`config.mk`:
```
export PLATFORM = sky130hd
export DESIGN_NAME = tagged_item_location_table_unit
export DESIGN_NICKNAME = d
export VERILOG_FILES = /design/src/rtl/core/tilt_pkg.sv /design/src/rtl/core/tagged_item_location_table_unit.sv /design/src/rtl/core/tilt_store.sv /design/src/rtl/core/tilt_cmp.sv
export SDC_FILE = /design/constraint.sdc
export NUM_CORES = 1
export LEC_CHECK = 0
export ABC_AREA = 1
export BUFFER_PORTS_ARGS = -buffer_cell sky130_fd_sc_hd__buf_2
export CORE_MARGIN = 4
export CORE_UTILIZATION = 35
export CTS_CLUSTER_DIAMETER = 60
export DETAILED_ROUTE_END_ITERATION = 10
export SLEW_MARGIN = 10
export SYNTH_ARGS = -nofsm -noshare
export SYNTH_HDL_FRONTEND = slang
export SYNTH_SLANG_ARGS = --single-unit
```
`constraint.sdc`:
```
create_clock -name clk -period 13.6 [get_ports clk]
set_input_delay 2.72 -clock clk [delete_from_list [all_inputs] [get_ports clk]]
set_output_delay 2.72 -clock clk [all_outputs]
set_load 0.01 [all_outputs]
```
`src/rtl/core/tilt_pkg.sv`:
```
// Package for the tagged item location table.
// Holds table sizes, request and location codes, and the storage port structs.
// No dependencies; every module of the block imports it.
package tilt_pkg;

  // Table geometry.
  localparam int TABLE_DEPTH = 32;
  localparam int TYPE_BITS   = 4;
  localparam int IDX_W       = (TABLE_DEPTH > 1) ? $clog2(TABLE_DEPTH) : 1;
  localparam int CNT_W       = $clog2(TABLE_DEPTH + 1);

  // Fixed port field widths.
  localparam int TAG_W     = 32;
  localparam int OPCODE_W  = 3;
  localparam int FTYPE_W   = 4;
  localparam int ECOUNT_W  = 6;
  localparam int LOC_W     = 2;

  // Request codes.
  localparam logic [OPCODE_W-1:0] OP_CLEAR    = 3'd0;
  localparam logic [OPCODE_W-1:0] OP_REGISTER = 3'd1;
  localparam logic [OPCODE_W-1:0] OP_MARK_IN  = 3'd2;
  localparam logic [OPCODE_W-1:0] OP_MARK_OUT = 3'd3;
  localparam logic [OPCODE_W-1:0] OP_QUERY    = 3'd4;
  localparam logic [OPCODE_W-1:0] OP_LOOKUP   = 3'd5;

  // Location codes.
  localparam logic [LOC_W-1:0] LOC_UNKNOWN = 2'd0;
  localparam logic [LOC_W-1:0] LOC_INSIDE  = 2'd1;
  localparam logic [LOC_W-1:0] LOC_OUTSIDE = 2'd2;

  // One table entry as read from storage.
  typedef struct packed {
    logic [TAG_W-1:0]     tag;
    logic [TYPE_BITS-1:0] ty;
    logic [LOC_W-1:0]     loc;
  } entry_t;

  // Write request into storage: whole entry or location only.
  typedef struct packed {
    logic                 en_entry;
    logic                 en_loc;
    logic [IDX_W-1:0]     addr;
    logic [TAG_W-1:0]     tag;
    logic [TYPE_BITS-1:0] ty;
    logic [LOC_W-1:0]     loc;
  } wr_req_t;

endpackage

```
`src/rtl/core/tagged_item_location_table_unit.sv`:
```
// Top level of the tagged item location table: request sequencer and result register.
// Scans the entry storage through one shared match unit.
// Depends on tilt_pkg, tilt_store and tilt_cmp.
//
// Usage:
//   Requests enter on the in_ channel (opcode, tag, type); a transfer happens
//   when in_valid is high and in_stall is low. Each request gives exactly one
//   result on the out_ channel (success, found type, entry count).
//   Clear and undefined opcodes finish without a scan: the request goes to
//   the done state, and from there its result is loaded into the output
//   register once that is free. Register, mark, query and lookup scan the
//   stored entries from index 0 upward, one entry per cycle through the single
//   read port of the storage and the one match unit, stopping at the first
//   match or after the last stored entry.
//   in_stall is high while a request is being worked on; one request is
//   handled at a time. A finished result waits in the output register while
//   out_stall is high; the next request may already be taken in, and its
//   completion holds until the output register is free.
//   The unknown type code is written through cfg_wr_en / cfg_wr_data; the user
//   must write it only while the block is idle, which the block does not enforce.
//   Reset empties the table and sets that code to zero; it needs no clearing pass.
module tagged_item_location_table_unit
  import tilt_pkg::*;
(
  input  logic                clk,
  input  logic                rst_n,
  input  logic                cfg_wr_en,
  input  logic [FTYPE_W-1:0]  cfg_wr_data,
  input  logic                in_valid,
  output logic                in_stall,
  input  logic [OPCODE_W-1:0] in_opcode,
  input  logic [TAG_W-1:0]    in_tag_id,
  input  logic [FTYPE_W-1:0]  in_item_type,
  output logic                out_valid,
  input  logic                out_stall,
  output logic                out_success,
  output logic [FTYPE_W-1:0]  out_found_type,
  output logic [ECOUNT_W-1:0] out_entry_count
);

  localparam logic [1:0] ST_IDLE = 2'd0;
  localparam logic [1:0] ST_SCAN = 2'd1;
  localparam logic [1:0] ST_DONE = 2'd2;

  logic [1:0]           state_r, state_nxt;
  logic [CNT_W-1:0]     count_r, count_nxt;
  logic [TYPE_BITS-1:0] unk_type_r;
  logic [OPCODE_W-1:0]  op_r, op_nxt;
  logic [TAG_W-1:0]     tag_r, tag_nxt;
  logic [TYPE_BITS-1:0] ty_r, ty_nxt;
  logic [CNT_W-1:0]     scan_idx_r, scan_idx_nxt;
  logic [IDX_W-1:0]     chk_idx_r, chk_idx_nxt;
  logic                 chk_vld_r, chk_vld_nxt;
  logic                 res_ok_r, res_ok_nxt;
  logic [FTYPE_W-1:0]   res_type_r, res_type_nxt;
  logic                 out_valid_r, out_valid_nxt;
  logic                 out_ok_r, out_ok_nxt;
  logic [FTYPE_W-1:0]   out_type_r, out_type_nxt;
  logic [ECOUNT_W-1:0]  out_cnt_r, out_cnt_nxt;

  logic                 in_xfer;
  logic                 issue;
  logic                 match;
  logic [IDX_W-1:0]     rd_addr;
  entry_t               rd_data;
  wr_req_t              wr;

  assign in_stall = (state_r != ST_IDLE);
  assign in_xfer  = in_valid && !in_stall;
  assign issue    = (scan_idx_r < count_r);
  assign rd_addr  = scan_idx_r[IDX_W-1:0];

  tilt_store u_store (
    .clk     (clk),
    .wr      (wr),
    .rd_addr (rd_addr),
    .rd_data (rd_data)
  );

  tilt_cmp u_cmp (
    .type_mode (op_r == OP_QUERY),
    .key_tag   (tag_r),
    .key_ty    (ty_r),
    .entry     (rd_data),
    .match     (match)
  );

  // Request sequencer.
  always_comb begin
    state_nxt    = state_r;
    count_nxt    = count_r;
    op_nxt       = op_r;
    tag_nxt      = tag_r;
    ty_nxt       = ty_r;
    scan_idx_nxt = scan_idx_r;
    chk_idx_nxt  = chk_idx_r;
    chk_vld_nxt  = chk_vld_r;
    res_ok_nxt   = res_ok_r;
    res_type_nxt = res_type_r;
    wr           = '0;
    wr.tag       = tag_r;
    wr.ty        = ty_r;
    wr.loc       = LOC_UNKNOWN;
    wr.addr      = chk_idx_r;

    case (state_r)
      ST_IDLE: begin
        if (in_xfer) begin
          op_nxt       = in_opcode;
          tag_nxt      = in_tag_id;
          ty_nxt       = TYPE_BITS'(in_item_type);
          scan_idx_nxt = '0;
          chk_vld_nxt  = 1'b0;
          res_ok_nxt   = 1'b0;
          res_type_nxt = '0;
          case (in_opcode)
            OP_CLEAR: begin
              count_nxt  = '0;
              res_ok_nxt = 1'b1;
              state_nxt  = ST_DONE;
            end
            OP_REGISTER, OP_MARK_IN, OP_MARK_OUT, OP_QUERY, OP_LOOKUP: begin
              state_nxt = ST_SCAN;
            end
            default: begin
              state_nxt = ST_DONE;
            end
          endcase
        end
      end

      ST_SCAN: begin
        if ((chk_vld_r && match) || (!issue && !chk_vld_r)) begin
          // The scan has ended: hit at chk_idx_r, or a miss.
          state_nxt = ST_DONE;
          case (op_r)
            OP_REGISTER: begin
              if (!chk_vld_r && (count_r < CNT_W'(TABLE_DEPTH))) begin
                wr.en_entry = 1'b1;
                wr.addr     = count_r[IDX_W-1:0];
                wr.loc      = LOC_UNKNOWN;
                count_nxt   = CNT_W'(count_r + 1'b1);
                res_ok_nxt  = 1'b1;
              end
            end
            OP_MARK_IN, OP_MARK_OUT: begin
              if (chk_vld_r) begin
                wr.en_loc  = 1'b1;
                wr.loc     = (op_r == OP_MARK_IN) ? LOC_INSIDE : LOC_OUTSIDE;
                res_ok_nxt = 1'b1;
              end
            end
            OP_QUERY: begin
              res_ok_nxt = chk_vld_r;
            end
            OP_LOOKUP: begin
              res_ok_nxt   = chk_vld_r;
              res_type_nxt = chk_vld_r ? FTYPE_W'(rd_data.ty) : FTYPE_W'(unk_type_r);
            end
            default: begin
              res_ok_nxt = 1'b0;
            end
          endcase
        end else begin
          // Issue the next read while the previous entry is checked.
          if (issue) begin
            scan_idx_nxt = CNT_W'(scan_idx_r + 1'b1);
          end
          chk_vld_nxt = issue;
          chk_idx_nxt = rd_addr;
        end
      end

      ST_DONE: begin
        if (!out_valid_r || !out_stall) begin
          state_nxt = ST_IDLE;
        end
      end

      default: begin
        state_nxt = ST_IDLE;
      end
    endcase
  end

  // Output register: loaded from the finished request, freed by a transfer.
  always_comb begin
    out_valid_nxt = out_valid_r;
    out_ok_nxt    = out_ok_r;
    out_type_nxt  = out_type_r;
    out_cnt_nxt   = out_cnt_r;
    if (out_valid_r && !out_stall) begin
      out_valid_nxt = 1'b0;
    end
    if ((state_r == ST_DONE) && (!out_valid_r || !out_stall)) begin
      out_valid_nxt = 1'b1;
      out_ok_nxt    = res_ok_r;
      out_type_nxt  = res_type_r;
      out_cnt_nxt   = ECOUNT_W'(count_r);
    end
  end

  // Control registers.
  always_ff @(posedge clk) begin
    if (!rst_n) begin
      state_r     <= ST_IDLE;
      count_r     <= '0;
      unk_type_r  <= '0;
      chk_vld_r   <= 1'b0;
      out_valid_r <= 1'b0;
    end else begin
      state_r     <= state_nxt;
      count_r     <= count_nxt;
      chk_vld_r   <= chk_vld_nxt;
      out_valid_r <= out_valid_nxt;
      if (cfg_wr_en) begin
        unk_type_r <= TYPE_BITS'(cfg_wr_data);
      end
    end
  end

  // Payload registers.
  always_ff @(posedge clk) begin
    op_r       <= op_nxt;
    tag_r      <= tag_nxt;
    ty_r       <= ty_nxt;
    scan_idx_r <= scan_idx_nxt;
    chk_idx_r  <= chk_idx_nxt;
    res_ok_r   <= res_ok_nxt;
    res_type_r <= res_type_nxt;
    out_ok_r   <= out_ok_nxt;
    out_type_r <= out_type_nxt;
    out_cnt_r  <= out_cnt_nxt;
  end

  assign out_valid       = out_valid_r;
  assign out_success     = out_ok_r;
  assign out_found_type  = out_type_r;
  assign out_entry_count = out_cnt_r;

  // The entry count never passes the table depth.
  a_count_bound: assert property (@(posedge clk) disable iff (!rst_n)
    count_r <= CNT_W'(TABLE_DEPTH))
    else $error("entry count exceeds table depth");

  // The scan pointer never runs past the entry count.
  a_scan_bound: assert property (@(posedge clk) disable iff (!rst_n)
    (state_r == ST_SCAN) |-> (scan_idx_r <= count_r))
    else $error("scan pointer beyond entry count");

  // Storage is written only when a scan ends.
  a_write_in_scan: assert property (@(posedge clk) disable iff (!rst_n)
    (wr.en_entry || wr.en_loc) |-> (state_r == ST_SCAN))
    else $error("storage write outside a scan");

  // An accepted request keeps the input side closed in the next cycle.
  a_busy_after_xfer: assert property (@(posedge clk) disable iff (!rst_n)
    in_xfer |=> in_stall)
    else $error("input open right after a transfer");

  // A new result is loaded only into a free or draining output register.
  a_no_overwrite: assert property (@(posedge clk) disable iff (!rst_n)
    (out_valid_r && out_stall) |=> ($past(out_ok_r) == out_ok_r) && out_valid_r)
    else $error("pending result overwritten");

endmodule

```
`src/rtl/core/tilt_store.sv`:
```
// Entry storage for the tagged item location table.
// One write port with per-field enables and one registered read port.
// Depends on tilt_pkg.
module tilt_store
  import tilt_pkg::*;
(
  input  logic             clk,
  input  wr_req_t          wr,
  input  logic [IDX_W-1:0] rd_addr,
  output entry_t           rd_data
);

  logic [TAG_W-1:0]     tag_mem  [TABLE_DEPTH];
  logic [TYPE_BITS-1:0] type_mem [TABLE_DEPTH];
  logic [LOC_W-1:0]     loc_mem  [TABLE_DEPTH];
  entry_t               rd_data_r;

  // Writes: a new entry sets all fields, a mark touches only the location.
  always_ff @(posedge clk) begin
    if (wr.en_entry) begin
      tag_mem[wr.addr]  <= wr.tag;
      type_mem[wr.addr] <= wr.ty;
    end
    if (wr.en_entry || wr.en_loc) begin
      loc_mem[wr.addr] <= wr.loc;
    end
  end

  // Registered read of one entry per cycle.
  always_ff @(posedge clk) begin
    rd_data_r.tag <= tag_mem[rd_addr];
    rd_data_r.ty  <= type_mem[rd_addr];
    rd_data_r.loc <= loc_mem[rd_addr];
  end

  assign rd_data = rd_data_r;

endmodule

```
`src/rtl/core/tilt_cmp.sv`:
```
// Shared match unit of the tagged item location table.
// Compares one stored entry against the request key, by tag or by type.
// Depends on tilt_pkg.
module tilt_cmp
  import tilt_pkg::*;
(
  input  logic                 type_mode,
  input  logic [TAG_W-1:0]     key_tag,
  input  logic [TYPE_BITS-1:0] key_ty,
  input  entry_t               entry,
  output logic                 match
);

  // Type queries look for an entry of that type that is inside; all other
  // requests look for an equal tag.
  always_comb begin
    if (type_mode) begin
      match = (entry.ty == key_ty) && (entry.loc == LOC_INSIDE);
    end else begin
      match = (entry.tag == key_tag);
    end
  end

endmodule

```
==> flow_summary.json <==
{
  "status": "complete, no violations",
  "criticalPathCategory": "flip-flop to flip-flop",
  "mostFrequentLayoutCells": "edfxtp_1, nor2_1, o21ai_0",
  "drv_slew": 0,
  "clkSinkCount": 1334,
  "hold_end": "out_found_type[0]$_DFFE_PP_",
  "grt_pass1_wl_mm": 202,
  "peakVddDrop_v": 0.000133,
  "synth_cells": 3935,
  "critPathBufInv": 1,
  "io_pins": 61,
  "clockRootBuffer": "clkbuf_16",
  "hp-class": "flip-flop to flip-flop",
  "die_w_um": 395,
  "path_depth": 14,
  "netlist_area_sq_mm": 0.0524,
  "crit_required_ps": 13970,
  "wl_met3_mm": 8.89,
  "drc": 0,
  "clock_skew_ps": 24.1,
  "drive_gt1_frac": 0.105,
  "drt_pass1_iterations": 6,
  "period_minus_slack_ps": 4740,
  "final.setup.tns_ps": 0,
  "grt-ovfl-total": 0,
  "timing.fmax_mhz": 211,
  "totalWireLength_mm": 137,
  "ys_seq_area_frac": 0.755,
  "cts_tree": "done",
  "pwr-share-seq": 0.474,
  "grt_pass1_vias": 30900,
  "m1WireLength_mm": 57.6,
  "synth_enable_flop_cells": 1282,
  "cell_internal_pwr_uw": 7110,
  "p_per_area_mw_per_mm2": 170,
  "cpMaxStageDelayCell": "edfxtp_1",
  "hpwl_mm": 66.4,
  "avgSynthCellArea_sq_um": 13.3,
  "io_buffers": 60,
  "leakage_uw": 0.0190,
  "synth-warning-count": 0,
  "nets": 4009,
  "initial_utilization": 0.353,
  "startpoint_type": "flip-flop",
  "hold_viol": 0,
  "routabilityCongestion": 0.800,
  "p_clk_frac": 0.341,
  "crit_top_cell": "nand2_1",
  "fill_cells": 13800,
  "tightest_slew_ps": 1110,
  "relSlewSlack": 0.258,
  "final_util": 0.398,
  "grt_setup_unrepaired": "false",
  "antenna_left": 0,
  "r2r.worst_path.cells": 14,
  "synth_nets": 3990,
  "coreArea_sq_mm": 0.148,
  "drv_cap": 0,
  "r2r_end": "u_store.tag_mem[8][18]$_DFFE_PP_",
  "switching_share": 0.292,
  "grt_usage": 0.171,
  "fp.dieH_um": 395,
  "crit_arrival_ps": 5110,
  "dp.cells": 5752,
  "hold_buffers": 0,
  "setup_viol": 0,
  "h-tree-depth": 4,
  "yosysUniqueCellTypes": 40,
  "cp_cell_sequence": "xnor2_1 > nand2_1 > nor2_1 > nand2_1 > nor2_1 > nand3_2 > nand2_4 > nand2_4 > nand2_1 > nand3_1 > nand2_2 > nand2_2 > nor3_4 > buf_4",
  "async_flop_share": 0,
  "min_from": "res_type_r[0]$_SDFFCE_PN0P_",
  "hold_depth": 0,
  "layout.cells.non_filler": 5984,
  "clkTransAtPathRegs_ps": 60,
  "period_share": 0.348,
  "slowest_delay_ps": 1030,
  "drt_iter0_drc": 3457,
  "wl_per_cell_um": 22.8,
  "final_common_cell": "edfxtp_1",
  "cts_made_buffers": 130,
  "top_layer": "met4",
  "antenna_found_initial": 2,
  "cts.path.max_buffers": 3,
  "cts_setup_buffers": 0,
  "comb_power_share": 0.185,
  "wl_met2_mm": 66.4,
  "power_switching_uw": 2930,
  "ys.flop_type": "edfxtp_1",
  "worstSetupEndpointType": "flip-flop",
  "worstReg2RegStart": "tag_r[0]$_DFFE_PP_",
  "crit_fanout": 33,
  "synth_seq_cells": 1334,
  "grt_start_max_net_pins": 165,
  "crit_family": "simple AND/OR/NAND/NOR gates",
  "syn_to_final_growth_pct": 12.7,
  "ctsResizeCount": 0,
  "r2r_setup_slack_ps": 8860,
  "rows": 141,
  "fp.dieArea_sq_mm": 0.156,
  "clkLatencyLatePin_ps": 750,
  "drt-vias-per-instance": 5.39,
  "via_count": 32200
}
per-layer routing:
| layer | GRT usage | vias to the layer above |
|---|---|---|
| li1 | - | 14700 |
| met1 | 0.230 | 16200 |
| met2 | 0.284 | 1175 |
| met3 | 0.0234 | 192 |
| met4 | 0.0587 | 0 |
| met5 | 0 | - |
stage by stage:
| step | total power (uW) | worst slack [ps] | hold slack, ps | cell area (sq um) |
|---|---|---|---|---|
| final | 10000 | 8860 | 430 | 59000 |
| after global routing | 10500 | 8500 | 436 | 59000 |
| after CTS | 10100 | 8800 | 424 | 59000 |
| after detailed placement | 6700 | 8850 | 411 | 55000 |
| after global placement | 6680 | 8860 | 422 | 55000 |
| after floorplan | 6060 | 8680 | 400 | 52400 |
worst reg2reg max path, cell delays in order, from the launching register on:
cell      delay (ps)
edfxtp_1        1030
xnor2_1          250
nand2_1           90
nor2_1           210
nand2_1           80
nor2_1           130
nand3_2          200
nand2_4          220
nand2_4          100
nand2_1           80
nand3_1           90
nand2_2          120
nand2_2          290
nor3_4           810
buf_4            610
flip-flops by register name, indices dropped and copies added, names as in the netlist:
register,flops
out_entry_count,6
res_ok_r,1
chk_idx_r,5
u_store.rd_data,38
res_type_r,4
op_r,3
count_r,6
out_valid,1
ty_r,4
u_store.loc_mem,64
u_store.type_mem,128
unk_type_r,4
u_store.tag_mem,1024
scan_idx_r,6
out_found_type,4
state_r,2
out_success,1
chk_vld_r,1
tag_r,32
cell type report:
type,instances,area (sq um),area share
multi-input cells,2222,11500,0.195
well taps,1930,2410,0.0409
inverters,115,454,0.00770
clock inverters,51,400,0.00679
flip-flops and latches,1334,39500,0.670
repair buffers,151,1030,0.0175
clock buffers,180,3640,0.0616
diodes,1,2.50,0.0000424
cell families after synthesis:
group                      share of synthesized area
AOI/OAI and AO/OA                              0.115
DFF                                            0.755
adders and majority gates                    0.00167
xor gates and xnor gates                     0.00468
and+or+nand+nor                               0.0945
buffers and inverters                         0.0288
power by group through the flow:
| stage | sequential [uW] | clock, uW | combinational (uW) |
|---|---|---|---|
| floorplan | 4850 | 0 | 1210 |
| global placement | 4840 | 0 | 1840 |
| detailed placement | 4840 | 0 | 1860 |
| CTS | 4760 | 3480 | 1860 |
| global route | 4770 | 3660 | 2050 |
| finish | 4760 | 3430 | 1860 |
synthesized netlist by cell type, types with 2 or more instances:
cell / n / area share
edfxtp_1: 1282 / 0.74
nor2_1: 672 / 0.048
o21ai_0: 633 / 0.061
nand2_1: 257 / 0.018
clkbuf_1: 209 / 0.015
o22ai_1: 205 / 0.024
inv_1: 106 / 0.0076
o221ai_1: 101 / 0.017
nand3_1: 82 / 0.0078
o211ai_1: 53 / 0.0076
dfxtp_1: 52 / 0.020
nand4_1: 41 / 0.0049
nor3_2: 33 / 0.0063
buf_2: 32 / 0.0031
o21ai_1: 29 / 0.0028
xnor2_1: 24 / 0.0040
nor3_1: 20 / 0.0019
a21oi_1: 19 / 0.0018
buf_1: 16 / 0.0011
nand2_2: 12 / 0.0014
nand2_4: 9 / 0.0019
ha_1: 7 / 0.0017
inv_2: 5 / 0.00036
nand3_4: 5 / 0.0017
buf_6: 4 / 0.00086
xor2_1: 4 / 0.00067
buf_4: 3 / 0.00043
clkinv_1: 3 / 0.00022
nand3_2: 3 / 0.00057
nor2_4: 3 / 0.00065
nor2_2: 2 / 0.00024
worst max path at each step:
stage | start | end | slack (ps)
2_1_floorplan | tag_r[18]$_DFFE_PP_ | u_store.tag_mem[12][0]$_DFFE_PP_ | 8680
3_3_place_gp | tag_r[8]$_DFFE_PP_ | u_store.tag_mem[8][21]$_DFFE_PP_ | 8860
3_5_place_dp | tag_r[8]$_DFFE_PP_ | u_store.tag_mem[9][14]$_DFFE_PP_ | 8850
4_1_cts | tag_r[8]$_DFFE_PP_ | u_store.tag_mem[9][14]$_DFFE_PP_ | 8800
5_1_grt | tag_r[8]$_DFFE_PP_ | u_store.tag_mem[9][8]$_DFFE_PP_ | 8500
6_report | tag_r[0]$_DFFE_PP_ | u_store.tag_mem[8][18]$_DFFE_PP_ | 8860
Power figures use the tool's default switching activity.
